$ cat src/rtl/core/crc8fp_pkg.sv
// Shared types, constants and CRC-8 helper for the CRC-8 frame parser.
package crc8fp_pkg;

    localparam int MAX_PAYLOAD = 32;
    localparam int PAY_AW      = (MAX_PAYLOAD > 1) ? $clog2(MAX_PAYLOAD) : 1;
    localparam logic [7:0] LEN_MAX = 8'(MAX_PAYLOAD);

    localparam logic [7:0] CRC_POLY    = 8'h31;
    localparam logic [7:0] SYNC_RESET  = 8'hAA;

    localparam int QDEPTH = 4;
    localparam int QPTR_W = $clog2(QDEPTH);
    localparam int QCNT_W = $clog2(QDEPTH + 1);

    localparam logic [1:0] ST_NONE  = 2'd0;
    localparam logic [1:0] ST_ERR   = 2'd1;
    localparam logic [1:0] ST_READY = 2'd2;

    localparam logic CFG_SYNC    = 1'b0;
    localparam logic CFG_TIMEOUT = 1'b1;

    typedef struct packed {
        logic [1:0] status;
        logic [7:0] sys_id;
        logic [7:0] dest_id;
        logic [7:0] msg_id;
        logic [6:0] payload_len;
        logic       wr;
        logic [7:0] data;
        logic [5:0] idx;
    } entry_t;

    typedef struct packed {
        logic [1:0] status;
        logic [7:0] sys_id;
        logic [7:0] dest_id;
        logic [7:0] msg_id;
        logic [6:0] payload_len;
        logic       has_byte;
        logic [7:0] payload_byte;
        logic [5:0] byte_index;
        logic       last;
    } result_t;

    function automatic logic [7:0] crc8_update(input logic [7:0] crc, input logic [7:0] b);
        logic [7:0] c;
        c = crc ^ b;
        for (int k = 0; k < 8; k++)
        begin
            c = c[7] ? ({c[6:0], 1'b0} ^ CRC_POLY) : {c[6:0], 1'b0};
        end
        return c;
    endfunction

endpackage

$ cat src/rtl/core/crc8fp_front.sv
// Front end: sync hunt, header/payload tracking, running CRC and timeout.
module crc8fp_front (
    input  logic                  clk,
    input  logic                  rst_n,
    input  logic                  in_valid,
    output logic                  in_ready,
    input  logic [7:0]            rx_byte,
    input  logic [31:0]           now_ms,
    input  logic                  cfg_we,
    input  logic                  cfg_index,
    input  logic [31:0]           cfg_data,
    output logic                  push_valid,
    input  logic                  push_ready,
    output crc8fp_pkg::entry_t    push_data
);
    import crc8fp_pkg::*;

    localparam logic [1:0] FS_HUNT   = 2'd0;
    localparam logic [1:0] FS_HEADER = 2'd1;
    localparam logic [1:0] FS_DATA   = 2'd2;
    localparam logic [1:0] FS_CRC    = 2'd3;

    logic [1:0]  state_reg, state_next;
    logic [5:0]  pos_reg, pos_next;
    logic [7:0]  len_reg, len_next;
    logic [7:0]  sys_reg, sys_next;
    logic [7:0]  tgt_reg, tgt_next;
    logic [7:0]  msg_reg, msg_next;
    logic [7:0]  crc_reg, crc_next;
    logic [31:0] last_time_reg, last_time_next;
    logic [7:0]  sync_reg, sync_next;
    logic [31:0] timeout_reg, timeout_next;

    logic        accept;
    logic        start;
    logic        to_hit;
    logic [31:0] gap;
    logic [1:0]  eff_state;
    entry_t      entry;

    assign in_ready   = push_ready;
    assign push_valid = in_valid;
    assign push_data  = entry;
    assign accept     = in_valid && push_ready;

    always_comb
    begin
        state_next     = state_reg;
        pos_next       = pos_reg;
        len_next       = len_reg;
        sys_next       = sys_reg;
        tgt_next       = tgt_reg;
        msg_next       = msg_reg;
        crc_next       = crc_reg;
        last_time_next = last_time_reg;
        sync_next      = sync_reg;
        timeout_next   = timeout_reg;
        entry          = '0;
        start          = 1'b0;

        gap       = now_ms - last_time_reg;
        to_hit    = (timeout_reg != 32'd0) && (gap > timeout_reg) && (state_reg != FS_HUNT);
        eff_state = to_hit ? FS_HUNT : state_reg;

        if (accept)
        begin
            unique case (eff_state)
                FS_HUNT:
                begin
                    state_next = FS_HUNT;
                    if (rx_byte == sync_reg)
                    begin
                        state_next = FS_HEADER;
                        pos_next   = '0;
                        crc_next   = '0;
                        start      = 1'b1;
                    end
                end
                FS_HEADER:
                begin
                    crc_next = crc8_update(crc_reg, rx_byte);
                    pos_next = pos_reg + 6'd1;
                    unique case (pos_reg[1:0])
                        2'd0:    len_next = rx_byte;
                        2'd1:    sys_next = rx_byte;
                        2'd2:    tgt_next = rx_byte;
                        default: msg_next = rx_byte;
                    endcase
                    if (pos_reg == 6'd3)
                    begin
                        pos_next = '0;
                        if (len_reg > LEN_MAX)
                        begin
                            entry.status = ST_ERR;
                            state_next   = FS_HUNT;
                        end
                        else if (len_reg == 8'd0)
                            state_next = FS_CRC;
                        else
                            state_next = FS_DATA;
                    end
                end
                FS_DATA:
                begin
                    crc_next   = crc8_update(crc_reg, rx_byte);
                    entry.wr   = 1'b1;
                    entry.data = rx_byte;
                    entry.idx  = pos_reg;
                    pos_next   = pos_reg + 6'd1;
                    if (({1'b0, pos_reg} + 7'd1) == len_reg[6:0])
                        state_next = FS_CRC;
                end
                default:
                begin
                    state_next = FS_HUNT;
                    if (rx_byte == crc_reg)
                    begin
                        entry.status      = ST_READY;
                        entry.sys_id      = sys_reg;
                        entry.dest_id     = tgt_reg;
                        entry.msg_id      = msg_reg;
                        entry.payload_len = len_reg[6:0];
                    end
                    else
                        entry.status = ST_ERR;
                end
            endcase
            if (timeout_reg != 32'd0)
                last_time_next = now_ms;
            else if (start)
                last_time_next = '0;
        end
        else if (cfg_we)
        begin
            unique case (cfg_index)
                CFG_SYNC: sync_next = cfg_data[7:0];
                default:
                begin
                    timeout_next = cfg_data;
                    if (state_reg != FS_HUNT)
                    begin
                        state_next     = FS_HUNT;
                        last_time_next = '0;
                    end
                end
            endcase
        end
    end

    always_ff @(posedge clk or negedge rst_n)
    begin
        if (!rst_n)
        begin
            state_reg     <= FS_HUNT;
            pos_reg       <= '0;
            len_reg       <= '0;
            crc_reg       <= '0;
            last_time_reg <= '0;
            sync_reg      <= SYNC_RESET;
            timeout_reg   <= '0;
        end
        else
        begin
            state_reg     <= state_next;
            pos_reg       <= pos_next;
            len_reg       <= len_next;
            crc_reg       <= crc_next;
            last_time_reg <= last_time_next;
            sync_reg      <= sync_next;
            timeout_reg   <= timeout_next;
        end
    end

    always_ff @(posedge clk)
    begin
        sys_reg <= sys_next;
        tgt_reg <= tgt_next;
        msg_reg <= msg_next;
    end

endmodule

$ cat src/rtl/core/crc8fp_queue.sv
// Small FIFO between the front end and the result back end.
module crc8fp_queue (
    input  logic                  clk,
    input  logic                  rst_n,
    input  logic                  push_valid,
    output logic                  push_ready,
    input  crc8fp_pkg::entry_t    push_data,
    output logic                  pop_valid,
    input  logic                  pop_ready,
    output crc8fp_pkg::entry_t    pop_data
);
    import crc8fp_pkg::*;

    localparam logic [QCNT_W-1:0] QFULL = QCNT_W'(QDEPTH);
    localparam logic [QPTR_W-1:0] QLAST = QPTR_W'(QDEPTH - 1);

    entry_t              q_mem [QDEPTH];
    logic [QPTR_W-1:0]   wr_ptr_reg, wr_ptr_next;
    logic [QPTR_W-1:0]   rd_ptr_reg, rd_ptr_next;
    logic [QCNT_W-1:0]   count_reg, count_next;
    logic                push;
    logic                pop;

    assign push_ready = (count_reg != QFULL);
    assign pop_valid  = (count_reg != '0);
    assign pop_data   = q_mem[rd_ptr_reg];
    assign push       = push_valid && push_ready;
    assign pop        = pop_valid && pop_ready;

    always_comb
    begin
        wr_ptr_next = wr_ptr_reg;
        rd_ptr_next = rd_ptr_reg;
        count_next  = count_reg;
        if (push)
            wr_ptr_next = (wr_ptr_reg == QLAST) ? '0 : wr_ptr_reg + 1'b1;
        if (pop)
            rd_ptr_next = (rd_ptr_reg == QLAST) ? '0 : rd_ptr_reg + 1'b1;
        if (push && !pop)
            count_next = count_reg + 1'b1;
        else if (pop && !push)
            count_next = count_reg - 1'b1;
    end

    always_ff @(posedge clk or negedge rst_n)
    begin
        if (!rst_n)
        begin
            wr_ptr_reg <= '0;
            rd_ptr_reg <= '0;
            count_reg  <= '0;
        end
        else
        begin
            wr_ptr_reg <= wr_ptr_next;
            rd_ptr_reg <= rd_ptr_next;
            count_reg  <= count_next;
        end
    end

    always_ff @(posedge clk)
    begin
        if (push)
            q_mem[wr_ptr_reg] <= push_data;
    end

    a_count_bound: assert property (@(posedge clk) disable iff (!rst_n)
        count_reg <= QFULL)
        else $error("queue count above depth");

    a_ptr_gap: assert property (@(posedge clk) disable iff (!rst_n)
        (count_reg == '0 || count_reg == QFULL) |-> wr_ptr_reg == rd_ptr_reg)
        else $error("queue pointers disagree with count");

endmodule

$ cat src/rtl/core/crc8fp_back.sv
// Back end: payload buffer, result burst sequencer and output register.
module crc8fp_back (
    input  logic                  clk,
    input  logic                  rst_n,
    input  logic                  pop_valid,
    output logic                  pop_ready,
    input  crc8fp_pkg::entry_t    pop_data,
    output logic                  out_valid,
    input  logic                  out_ready,
    output crc8fp_pkg::result_t   out_data
);
    import crc8fp_pkg::*;

    localparam logic B_IDLE  = 1'b0;
    localparam logic B_BURST = 1'b1;

    logic [7:0]        pay_mem [MAX_PAYLOAD];
    logic [7:0]        rdata_reg;
    logic [PAY_AW-1:0] rd_addr;

    logic              state_reg, state_next;
    logic [5:0]        cnt_reg, cnt_next;
    entry_t            hdr_reg, hdr_next;
    logic              out_valid_reg, out_valid_next;
    result_t           out_reg, out_next;

    logic              slot_free;
    logic              pop;
    logic              mem_we;
    logic              burst_last;

    assign slot_free  = !out_valid_reg || out_ready;
    assign pop_ready  = (state_reg == B_IDLE) && slot_free;
    assign pop        = pop_ready && pop_valid;
    assign burst_last = (({1'b0, cnt_reg} + 7'd1) == hdr_reg.payload_len);
    assign rd_addr    = cnt_next[PAY_AW-1:0];
    assign out_valid  = out_valid_reg;
    assign out_data   = out_reg;

    always_comb
    begin
        state_next     = state_reg;
        cnt_next       = cnt_reg;
        hdr_next       = hdr_reg;
        out_next       = out_reg;
        out_valid_next = out_ready ? 1'b0 : out_valid_reg;
        mem_we         = 1'b0;

        unique case (state_reg)
            B_IDLE:
            begin
                if (pop)
                begin
                    mem_we = pop_data.wr;
                    if (pop_data.status == ST_READY && pop_data.payload_len != 7'd0)
                    begin
                        state_next = B_BURST;
                        cnt_next   = '0;
                        hdr_next   = pop_data;
                    end
                    else
                    begin
                        out_valid_next       = 1'b1;
                        out_next.status      = pop_data.status;
                        out_next.sys_id      = pop_data.sys_id;
                        out_next.dest_id     = pop_data.dest_id;
                        out_next.msg_id      = pop_data.msg_id;
                        out_next.payload_len = pop_data.payload_len;
                        out_next.has_byte    = 1'b0;
                        out_next.payload_byte = '0;
                        out_next.byte_index  = '0;
                        out_next.last        = 1'b1;
                    end
                end
            end
            default:
            begin
                if (slot_free)
                begin
                    out_valid_next        = 1'b1;
                    out_next.status       = ST_READY;
                    out_next.sys_id       = hdr_reg.sys_id;
                    out_next.dest_id      = hdr_reg.dest_id;
                    out_next.msg_id       = hdr_reg.msg_id;
                    out_next.payload_len  = hdr_reg.payload_len;
                    out_next.has_byte     = 1'b1;
                    out_next.payload_byte = rdata_reg;
                    out_next.byte_index   = cnt_reg;
                    out_next.last         = burst_last;
                    if (burst_last)
                        state_next = B_IDLE;
                    else
                        cnt_next = cnt_reg + 6'd1;
                end
            end
        endcase
    end

    always_ff @(posedge clk or negedge rst_n)
    begin
        if (!rst_n)
        begin
            state_reg     <= B_IDLE;
            cnt_reg       <= '0;
            out_valid_reg <= 1'b0;
        end
        else
        begin
            state_reg     <= state_next;
            cnt_reg       <= cnt_next;
            out_valid_reg <= out_valid_next;
        end
    end

    always_ff @(posedge clk)
    begin
        hdr_reg <= hdr_next;
        out_reg <= out_next;
    end

    always_ff @(posedge clk)
    begin
        if (mem_we)
            pay_mem[pop_data.idx[PAY_AW-1:0]] <= pop_data.data;
        rdata_reg <= pay_mem[rd_addr];
    end

    a_burst_in_range: assert property (@(posedge clk) disable iff (!rst_n)
        state_reg == B_BURST |-> ({1'b0, cnt_reg} < hdr_reg.payload_len))
        else $error("burst index past payload length");

    a_byte_only_ready: assert property (@(posedge clk) disable iff (!rst_n)
        (out_valid_reg && out_reg.has_byte) |-> out_reg.status == ST_READY)
        else $error("payload byte on a non-ready result");

    a_burst_ends: assert property (@(posedge clk) disable iff (!rst_n)
        (state_reg == B_BURST && slot_free && burst_last) |=>
            (state_reg == B_IDLE && out_valid_reg && out_reg.last))
        else $error("burst did not close with a last result");

    a_no_write_in_burst: assert property (@(posedge clk) disable iff (!rst_n)
        state_reg == B_BURST |-> !mem_we)
        else $error("payload buffer written during burst");

endmodule

$ cat src/rtl/core/crc8_frame_parser_timeout_top.sv
// Top level of the sync/length/CRC-8 frame parser with inter-byte timeout.
//
//  channel  | handshake                | payload
//  ---------+--------------------------+---------------------------------------------
//  input    | in_valid / in_ready      | rx_byte, now_ms
//  output   | out_valid / out_ready    | status, sys_id, dest_id, msg_id,
//           |                          | payload_len, has_byte, payload_byte,
//           |                          | byte_index, last
//  config   | cfg_we                   | cfg_index, cfg_data
//
// Front end takes one item per cycle while the 4-entry queue has room.
// Back end retires one queue entry per cycle unless the output stalls; a good frame
// with LEN > 0 holds it while the payload buffer is read out, one result per cycle
// unless stalled. A result passes the queue, then the output register; a burst adds
// the payload buffer read register. Reset is asynchronous, active low; no clearing
// pass is needed. Output stalls back up through the queue to in_ready.
module crc8_frame_parser_timeout_top (
    input  logic        clk,
    input  logic        rst_n,
    input  logic        in_valid,
    output logic        in_ready,
    input  logic [7:0]  rx_byte,
    input  logic [31:0] now_ms,
    output logic        out_valid,
    input  logic        out_ready,
    output logic [1:0]  status,
    output logic [7:0]  sys_id,
    output logic [7:0]  dest_id,
    output logic [7:0]  msg_id,
    output logic [6:0]  payload_len,
    output logic        has_byte,
    output logic [7:0]  payload_byte,
    output logic [5:0]  byte_index,
    output logic        last,
    input  logic        cfg_we,
    input  logic        cfg_index,
    input  logic [31:0] cfg_data
);
    import crc8fp_pkg::*;

    logic    push_valid;
    logic    push_ready;
    entry_t  push_data;
    logic    pop_valid;
    logic    pop_ready;
    entry_t  pop_data;
    result_t res;

    crc8fp_front u_front (
        .clk        (clk),
        .rst_n      (rst_n),
        .in_valid   (in_valid),
        .in_ready   (in_ready),
        .rx_byte    (rx_byte),
        .now_ms     (now_ms),
        .cfg_we     (cfg_we),
        .cfg_index  (cfg_index),
        .cfg_data   (cfg_data),
        .push_valid (push_valid),
        .push_ready (push_ready),
        .push_data  (push_data)
    );

    crc8fp_queue u_queue (
        .clk        (clk),
        .rst_n      (rst_n),
        .push_valid (push_valid),
        .push_ready (push_ready),
        .push_data  (push_data),
        .pop_valid  (pop_valid),
        .pop_ready  (pop_ready),
        .pop_data   (pop_data)
    );

    crc8fp_back u_back (
        .clk       (clk),
        .rst_n     (rst_n),
        .pop_valid (pop_valid),
        .pop_ready (pop_ready),
        .pop_data  (pop_data),
        .out_valid (out_valid),
        .out_ready (out_ready),
        .out_data  (res)
    );

    assign status       = res.status;
    assign sys_id       = res.sys_id;
    assign dest_id      = res.dest_id;
    assign msg_id       = res.msg_id;
    assign payload_len  = res.payload_len;
    assign has_byte     = res.has_byte;
    assign payload_byte = res.payload_byte;
    assign byte_index   = res.byte_index;
    assign last         = res.last;

endmodule
$ cat config.mk
export PLATFORM = sky130hd
export DESIGN_NAME = crc8_frame_parser_timeout_top
export DESIGN_NICKNAME = d
export VERILOG_FILES = /design/src/rtl/core/crc8fp_pkg.sv /design/src/rtl/core/crc8fp_front.sv /design/src/rtl/core/crc8fp_queue.sv /design/src/rtl/core/crc8fp_back.sv /design/src/rtl/core/crc8_frame_parser_timeout_top.sv
export SDC_FILE = /design/constraint.sdc
export NUM_CORES = 1
export LEC_CHECK = 0
export ABC_AREA = 1
export ABC_CLOCK_PERIOD_IN_PS = 7200
export BUFFER_PORTS_ARGS = -buffer_cell sky130_fd_sc_hd__buf_2
export CAP_MARGIN = 0
export CORE_MARGIN = 2
export CORE_UTILIZATION = 35
export DETAILED_ROUTE_END_ITERATION = 6
export HOLD_SLACK_MARGIN = 0.02
export PLACE_DENSITY = 0.56
export SLEW_MARGIN = 30
export SYNTH_ARGS = -nofsm -noshare
export SYNTH_HDL_FRONTEND = slang
export SYNTH_SLANG_ARGS = --single-unit
$ cat constraint.sdc
create_clock -name clk -period 7.2 [get_ports clk]
set_input_delay 0 -clock clk [delete_from_list [all_inputs] [get_ports clk]]
set_output_delay 0 -clock clk [all_outputs]
set_load 0.01 [all_outputs]
==> results.toml, run 1 <==
[setup_path]
critical-path-top-delay-family = "simple AND/OR/NAND/NOR gates"
slowest_stage = "sky130_fd_sc_hd__nor4_1"
worst-setup-path-type = "flop to flop"
cp.buffers_inverters = 5
worst_path_largest_cell_delay_ns = 0.51
crit_path_start_kind = "flop"
reg2reg_to = "u_queue.q_mem[2][17]"
logic_depth_of_the_worst_path_buffers_included = 29
reg2reg_setup_slack_ns = 0.79
worst_r2r_path_depth = 29
critPathRequiredTime_ns = 7.62
worst_r2r_startpoint = "u_front.last_time_reg[0]"
critical_path_arrival_ns = 6.83
crit_path_max_fanout = 31
crit_path_end_kind = "flop"

[final_layout]
finalInstanceArea_um2 = 35540
insertedDiodeCount = 0
num-fill-cells = 8246
area_delta_synth_final_pct = 17.56
largest_register_ffs = 256
area.sequential_um2 = 19400
drive_above_1_share_pct = 10.26
multi_input_area_um2 = 9191
final_nets = 3229

[timing]
grt_setup_unrepaired = "no"
min_period_over_period_pct = 89.07
min_cycle_time_layout_ns = 6.413
worst-slew-pin-transition_ns = 0.9626
worst_slew_margin_rel_pct = 35.59
fin_setup_tns_ns = 0
top_achievable_clock_speed_mhz = 155.9
setup_viol = 0
final.setup.worst_slack_ns = 0.7866
finClkSkew_ns = 0.07010
maxSlewViolCount = 0
report.final.hold_viol_count = 0

[clock_network]
cts_tree = "done"
cts-buffers-inserted = 75
cts_root_buffer = "sky130_fd_sc_hd__clkbuf_16"
tritoncts_num_sinks = 667
clk_latency_ns = 0.64
cts_setup_buffers = 0
ctsHtreeMaxLevel = 3
clock_tree.buffer_depth = 3
clk_pin_slew_ns = 0.06

[global_route]
total_grt_overflow = 0
grt_antenna_before_repair = 0
grt_pass1_vias = 20200
largest_net_degree_at_the_start_of_global_routing = 130
gr-usage-all-layers_pct = 16.87
grt_first_pass_wirelength_um = 117200

[synthesis]
synthCells = 2873
synth.ff_latch_count = 667
mean_instance_size_in_the_synthesized_netlist_um2 = 10.52
async_reset_ff_share_pct = 16.64
synth.largest_area_cell = "sky130_fd_sc_hd__edfxtp_1"
synth_top_flop_cell = "sky130_fd_sc_hd__edfxtp_1"
ys_seq_area_share_pct = 64.16
ys_types = 50
count_of_flip_flops_with_a_built_in_enable_after_synthesis = 548
ys_top_cells_by_area = "sky130_fd_sc_hd__edfxtp_1 54%, sky130_fd_sc_hd__dfrtp_1 8.9%, sky130_fd_sc_hd__nand2_1 8.2%"
synth_common_cells = "658 x sky130_fd_sc_hd__nand2_1, 548 x sky130_fd_sc_hd__edfxtp_1, 306 x sky130_fd_sc_hd__inv_1"
mappedNetlistNets = 3033
synth.most_common_cell = "sky130_fd_sc_hd__nand2_1"
synth.cell_area_um2 = 30230
yosys.area.top_type_share_pct = 54.43
synth.yosys.warnings = 0

[route]
detail_route.wirelength_um = 75750
routed-via-count = 20840
detailedRoute.firstIterationViolations = 1516
post_drt_via_cell_ratio = 4.877
firstDrtPassIters = 5
wire_per_inst_um = 17.73
remaining_drc_errors = 0
antenna_violating_nets_left = 0

[pwr]
power_density_normalized_to_cell_area_nw_per_um2 = 392.3
total_leakage_power_nw = 14.47
power.switching_fraction_pct = 36.61
vdd.ir_drop.worst_mv = 0.2240
power.total_mw = 13.94
power_switching_mw = 5.104
power_frac_clock_pct = 28.2
share_comb_of_total_power_pct = 33.7
sequential_share_of_power_pct = 38.1
p_int_mw = 8.838

[floorplan]
fp.coreArea_um2 = 85410
floorplan.die_area_um2 = 88750
chipHeight_um = 297.9
rows = 107
die_width_um = 297.9
ioPinCount = 129
initial_utilization_pct = 35.40

[run_status]
run_status = "finished clean"

[placement]
postPlaceCellArea_um2 = 32110
detailedPlace.worstSlack_ns = 0.7343
place_hpwl_um = 46590
place.port_buffers = 128
gpl.final_weighted_congestion = 0.8818

[min_path]
min_from = "in_valid"
min_path_type = "input pin to flop"
whs_endpoint = "u_front.state_reg[1]"
min_path_cells = 6

[run]
max-cap-violations = 0
-- final cells by class --
cell class	count	area share [%]
timing repair buffer	246	4.935
multi-input combinational	1764	25.86
clock buffer	97	5.770
inverter	315	3.334
clock inverter	40	1.493
tap	1144	4.027
sequential	667	54.58
-- metrics by stage --
| step | hold WS, ns | cells | utilization, % |
|---|---|---|---|
| global route | 0.1053 | 4273 | 41.61 |
| finish | 0.07770 | 4273 | 41.61 |
| global placement | 0.1016 | 4053 | 37.59 |
| detailed placement | 0.1043 | 4053 | 37.59 |
| floorplan | -0.2956 | 2873 | - |
| CTS | 0.05443 | 4273 | 41.61 |
-- worst min-delay path, cell delays in order --
cell and delay (ns):
sky130_fd_sc_hd__buf_2 0.08, sky130_fd_sc_hd__nand2_1 0.04, sky130_fd_sc_hd__buf_4 0.21, sky130_fd_sc_hd__nor2_1 0.13
sky130_fd_sc_hd__nand3_1 0.08, sky130_fd_sc_hd__nand2_1 0.05
-- repair_timing --
action,CTS,global route
endpoints found under the setup margin,0,124
endpoints found under the hold margin,194,0
hold buffers,83,0
resized for setup,0,1
-- power by group through the flow --
| stage | registers (mW) | logic, mW | clock network, mW |
|---|---|---|---|
| floorplan | 5.34 | 3.15 | 0 |
| global route | 5.36 | 5.26 | 4.16 |
| global placement | 5.38 | 4.66 | 0 |
| detailed placement | 5.38 | 4.67 | 0 |
| finish | 5.31 | 4.70 | 3.93 |
| CTS | 5.31 | 4.74 | 4.01 |
-- kinds of logic after synthesis --
group	synth area share, %
compound gates	6.357
mux	0.03724
buf+inv	5.885
xor+xnor	1.941
flops	64.16
fa+ha+maj	3.443
simple gates	18.18
-- worst max-delay path by stage --
stage / slack, ns / start / to
2_1_floorplan: 2.00 / u_front.last_time_reg[0] / u_queue.q_mem[0][16]
3_3_place_gp: 0.94 / u_front.last_time_reg[0] / u_queue.q_mem[1][41]
3_5_place_dp: 0.73 / u_front.last_time_reg[0] / u_queue.q_mem[0][17]
4_1_cts: 0.70 / u_front.last_time_reg[0] / u_queue.q_mem[0][17]
5_1_grt: 0.06 / u_front.last_time_reg[0] / u_queue.q_mem[2][17]
6_report: 0.79 / u_front.last_time_reg[0] / u_queue.q_mem[2][17]
-- placed cells by master, fill, tap and decap left out, drive strengths merged, types with 3 or more instances in the layout --
cell / netlist / layout
a211oi: 3 / 3
a21boi: 5 / 5
a21oi: 80 / 80
a31oi: 14 / 14
a32oi: 5 / 5
buf: 65 / 164
bufinv: 0 / 9
clkbuf: 62 / 97
clkinv: 0 / 31
dfrtp: 107 / 107
dfstp: 4 / 4
dfxtp: 8 / 8
dlygate4sd3: 0 / 82
edfxtp: 548 / 548
ha: 80 / 80
inv: 315 / 315
nand2: 661 / 661
nand3: 278 / 278
nand3b: 58 / 58
nand4: 16 / 16
nor2: 234 / 234
nor3: 13 / 13
nor4: 11 / 11
o21a: 6 / 6
o21ai: 136 / 136
o22ai: 76 / 76
xnor2: 28 / 28
xor2: 39 / 39
-- layer usage --
metal | vias up | GRT usage [%] | wire length, µm
met5 | - | 0 | 0
met4 | 0 | 5.025 | 1770
met3 | 120 | 2.428 | 3884
met2 | 547 | 27.17 | 35030
met1 | 9982 | 23.65 | 35060
li1 | 10190 | - | -
No activity file was read; power rests on OpenSTA's default activity.
==> inputs of run 2 (changes only) <==
- ABC_AREA: 1 -> 0
==> run 2 against run 1 <==
Net effect:
- the run now ends with DRC left
- synthesized area decreased by 4.6%
- highest routed layer unchanged
- hold slack improved by 0.012 ns
- core utilization decreased by 0.36 points
- flip-flop and latch count unchanged
- largest power group unchanged
==> results.toml, run 2 <==
[setup_path]
crit_path_start_kind = "flop"
worst-setup-path-type = "flop to flop"
worst_r2r_startpoint = "u_front.last_time_reg[6]"
crit_path_max_fanout = 24
reg2reg_setup_slack_ns = 0.81
reg2reg_to = "u_queue.q_mem[0][29]"
crit_path_end_kind = "flop"
worst_path_largest_cell_delay_ns = 0.50
critPathRequiredTime_ns = 7.63
critical_path_arrival_ns = 6.82
slowest_stage = "sky130_fd_sc_hd__nor3_2"
worst_r2r_path_depth = 25

[synthesis]
synth.largest_area_cell = "sky130_fd_sc_hd__edfxtp_1"
ys_seq_area_share_pct = 67.29
count_of_flip_flops_with_a_built_in_enable_after_synthesis = 548
async_reset_ff_share_pct = 16.64
synth_common_cells = "548 x sky130_fd_sc_hd__edfxtp_1, 337 x sky130_fd_sc_hd__nand2_1, 107 x sky130_fd_sc_hd__dfrtp_1"
mappedNetlistNets = 2231
yosys.area.top_type_share_pct = 57.08
mean_instance_size_in_the_synthesized_netlist_um2 = 13.92
ys_top_cells_by_area = "sky130_fd_sc_hd__edfxtp_1 57%, sky130_fd_sc_hd__dfrtp_1 9.3%, sky130_fd_sc_hd__nand2_1 4.4%"
synth.yosys.warnings = 0
synth.most_common_cell = "sky130_fd_sc_hd__edfxtp_1"
synthCells = 2071
ys_types = 67
synth.cell_area_um2 = 28830
synth_top_flop_cell = "sky130_fd_sc_hd__edfxtp_1"
synth.ff_latch_count = 667

[final_layout]
largest_register_ffs = 256
mostFrequentLayoutCell = "sky130_fd_sc_hd__edfxtp_1"
drive_above_1_share_pct = 17.01
finalInstanceArea_um2 = 33760
area_delta_synth_final_pct = 17.11
final_nets = 2446
insertedDiodeCount = 0
utilization_pct = 41.25
fin_cells = 3415
most-common-layout-cells = "548 x sky130_fd_sc_hd__edfxtp_1, 337 x sky130_fd_sc_hd__nand2_1, 127 x sky130_fd_sc_hd__buf_2"

[global_route]
gr-usage-all-layers_pct = 16.02
grt_antenna_before_repair = 1
largest_net_degree_at_the_start_of_global_routing = 80
grt_pass1_vias = 18260
total_grt_overflow = 0
grt_first_pass_wirelength_um = 105300

[pwr]
power_switching_mw = 5.041
sequential_share_of_power_pct = 39.2
vdd.ir_drop.worst_mv = 0.2745
p_int_mw = 9.098
power.switching_fraction_pct = 35.65
power.total_mw = 14.14
total_leakage_power_nw = 12.63
share_comb_of_total_power_pct = 35.5
power_density_normalized_to_cell_area_nw_per_um2 = 418.8
power_frac_clock_pct = 25.4

[floorplan]
rows = 105
die_width_um = 291
fp.coreArea_um2 = 81850
floorplan.die_area_um2 = 84680
initial_utilization_pct = 35.22
ioPinCount = 129
chipHeight_um = 291

[run_status]
violations = "DRC"
run_status = "complete, but fails checks"

[route]
detailedRoute.firstIterationViolations = 1155
remaining_drc_errors = 1
wire_per_inst_um = 19.89
antenna_violating_nets_left = 0
detail_route.wirelength_um = 67920
post_drt_via_cell_ratio = 5.122
routed-via-count = 17490
firstDrtPassIters = 7

[timing]
worst_slew_margin_rel_pct = 34.50
min_cycle_time_layout_ns = 6.395
timing.hold.ws_ns = 0.08970
final.setup.worst_slack_ns = 0.8050
min_period_over_period_pct = 88.82
maxSlewViolCount = 0
report.final.hold_viol_count = 0
setup_viol = 0
worst-slew-pin-transition_ns = 0.9802
finClkSkew_ns = 0.04159
fin_setup_tns_ns = 0
top_achievable_clock_speed_mhz = 156.4
grt_setup_unrepaired = "no"

[clock_network]
tritoncts_num_sinks = 667
clk_pin_slew_ns = 0.06
clk_latency_ns = 0.63
cts_root_buffer = "sky130_fd_sc_hd__clkbuf_16"
cts_setup_buffers = 0
cts_tree = "done"
cts_repair_resize_count = 0
cts_hold_buf = 78
clock_tree.buffer_depth = 3
cts-buffers-inserted = 73
ctsHtreeMaxLevel = 3

[min_path]
whs_endpoint = "u_front.timeout_reg[6]"
min_path_cells = 4
min_from = "cfg_we"
min_path_type = "input pin to flop"

[run]
max-cap-violations = 0

[placement]
place.port_buffers = 128
place_hpwl_um = 42870
gpl.final_weighted_congestion = 0.8493
detailedPlace.worstSlack_ns = 0.8903
postPlaceCellArea_um2 = 30630
place.detailed.instances = 3203
[run 2: cell count changes in the layout (fill, tap and decap cells not counted), moves of 34 or more]
cell	change
sky130_fd_sc_hd__nor2_1	-158
sky130_fd_sc_hd__nand2_1	-320
sky130_fd_sc_hd__mux4_2	+47
sky130_fd_sc_hd__a21oi_1	-44
sky130_fd_sc_hd__mux2_2	+51
sky130_fd_sc_hd__inv_1	-219
sky130_fd_sc_hd__nand3_1	-189
sky130_fd_sc_hd__nand3b_1	-56
sky130_fd_sc_hd__o21ai_0	-103
sky130_fd_sc_hd__o22ai_1	-67
sky130_fd_sc_hd__a22o_1	+36
sky130_fd_sc_hd__and3_1	+50
sky130_fd_sc_hd__mux2i_1	+34
[run 2: cell type report]
cell class              count  area, µm²
inverters                  89      336.6
clock buffers             101       2044
clock inverters            33      287.8
fillers                  7486      48080
multi-input cells        1226       8730
repair buffers            229       1623
flip-flops and latches    667      19400
well taps                1070       1339
[run 2: routing by layer]
| layer | routed length (µm) | GRT usage (%) |
|---|---|---|
| met5 | 0 | 0 |
| met4 | 1654 | 5.270 |
| met3 | 2900 | 2.023 |
| met2 | 34860 | 28.84 |
| met1 | 28510 | 19.91 |
[run 2: worst max path at each step]
| stage | startpoint | end |
|---|---|---|
| 4_1_cts | u_front.last_time_reg[6] | u_queue.q_mem[0][29] |
| 2_1_floorplan | u_front.last_time_reg[6] | u_front.state_reg[0] |
| 3_5_place_dp | u_front.last_time_reg[6] | u_queue.q_mem[0][29] |
| 5_1_grt | u_front.last_time_reg[6] | u_queue.q_mem[0][29] |
| 6_report | u_front.last_time_reg[6] | u_queue.q_mem[0][29] |
| 3_3_place_gp | u_front.last_time_reg[0] | u_front.state_reg[0] |
[run 2: critical path: cells and delay by family, from the launching register on]
family                   cells  cell delay, ns
flip-flops                   1            0.36
buffers and inverters        3            0.57
AO/OA/AOI/OAI               10            2.25
AND/OR/NAND/NOR              8            2.04
adder cells (fa/ha/maj)      3            0.90
XOR/XNOR                     1            0.10
[run 2: kinds of logic after synthesis]
| kind of cell | share of synthesized area, % |
|---|---|
| adders and majority gates | 3.611 |
| muxes | 6.883 |
| buffers and inverters | 2.621 |
| AOI/OAI and AO/OA | 6.384 |
| and+or+nand+nor | 10.96 |
| xor gates and xnor gates | 2.248 |
| DFF | 67.29 |
[run 2: power groups by stage]
stage,Clock [mW],Combinational (mW),Sequential [mW]
after floorplan,0,3.52,5.52
after global placement,0,4.92,5.60
after detailed placement,0,5.03,5.62
after CTS,3.67,5.08,5.55
after global routing,3.82,5.55,5.61
final,3.59,5.01,5.54
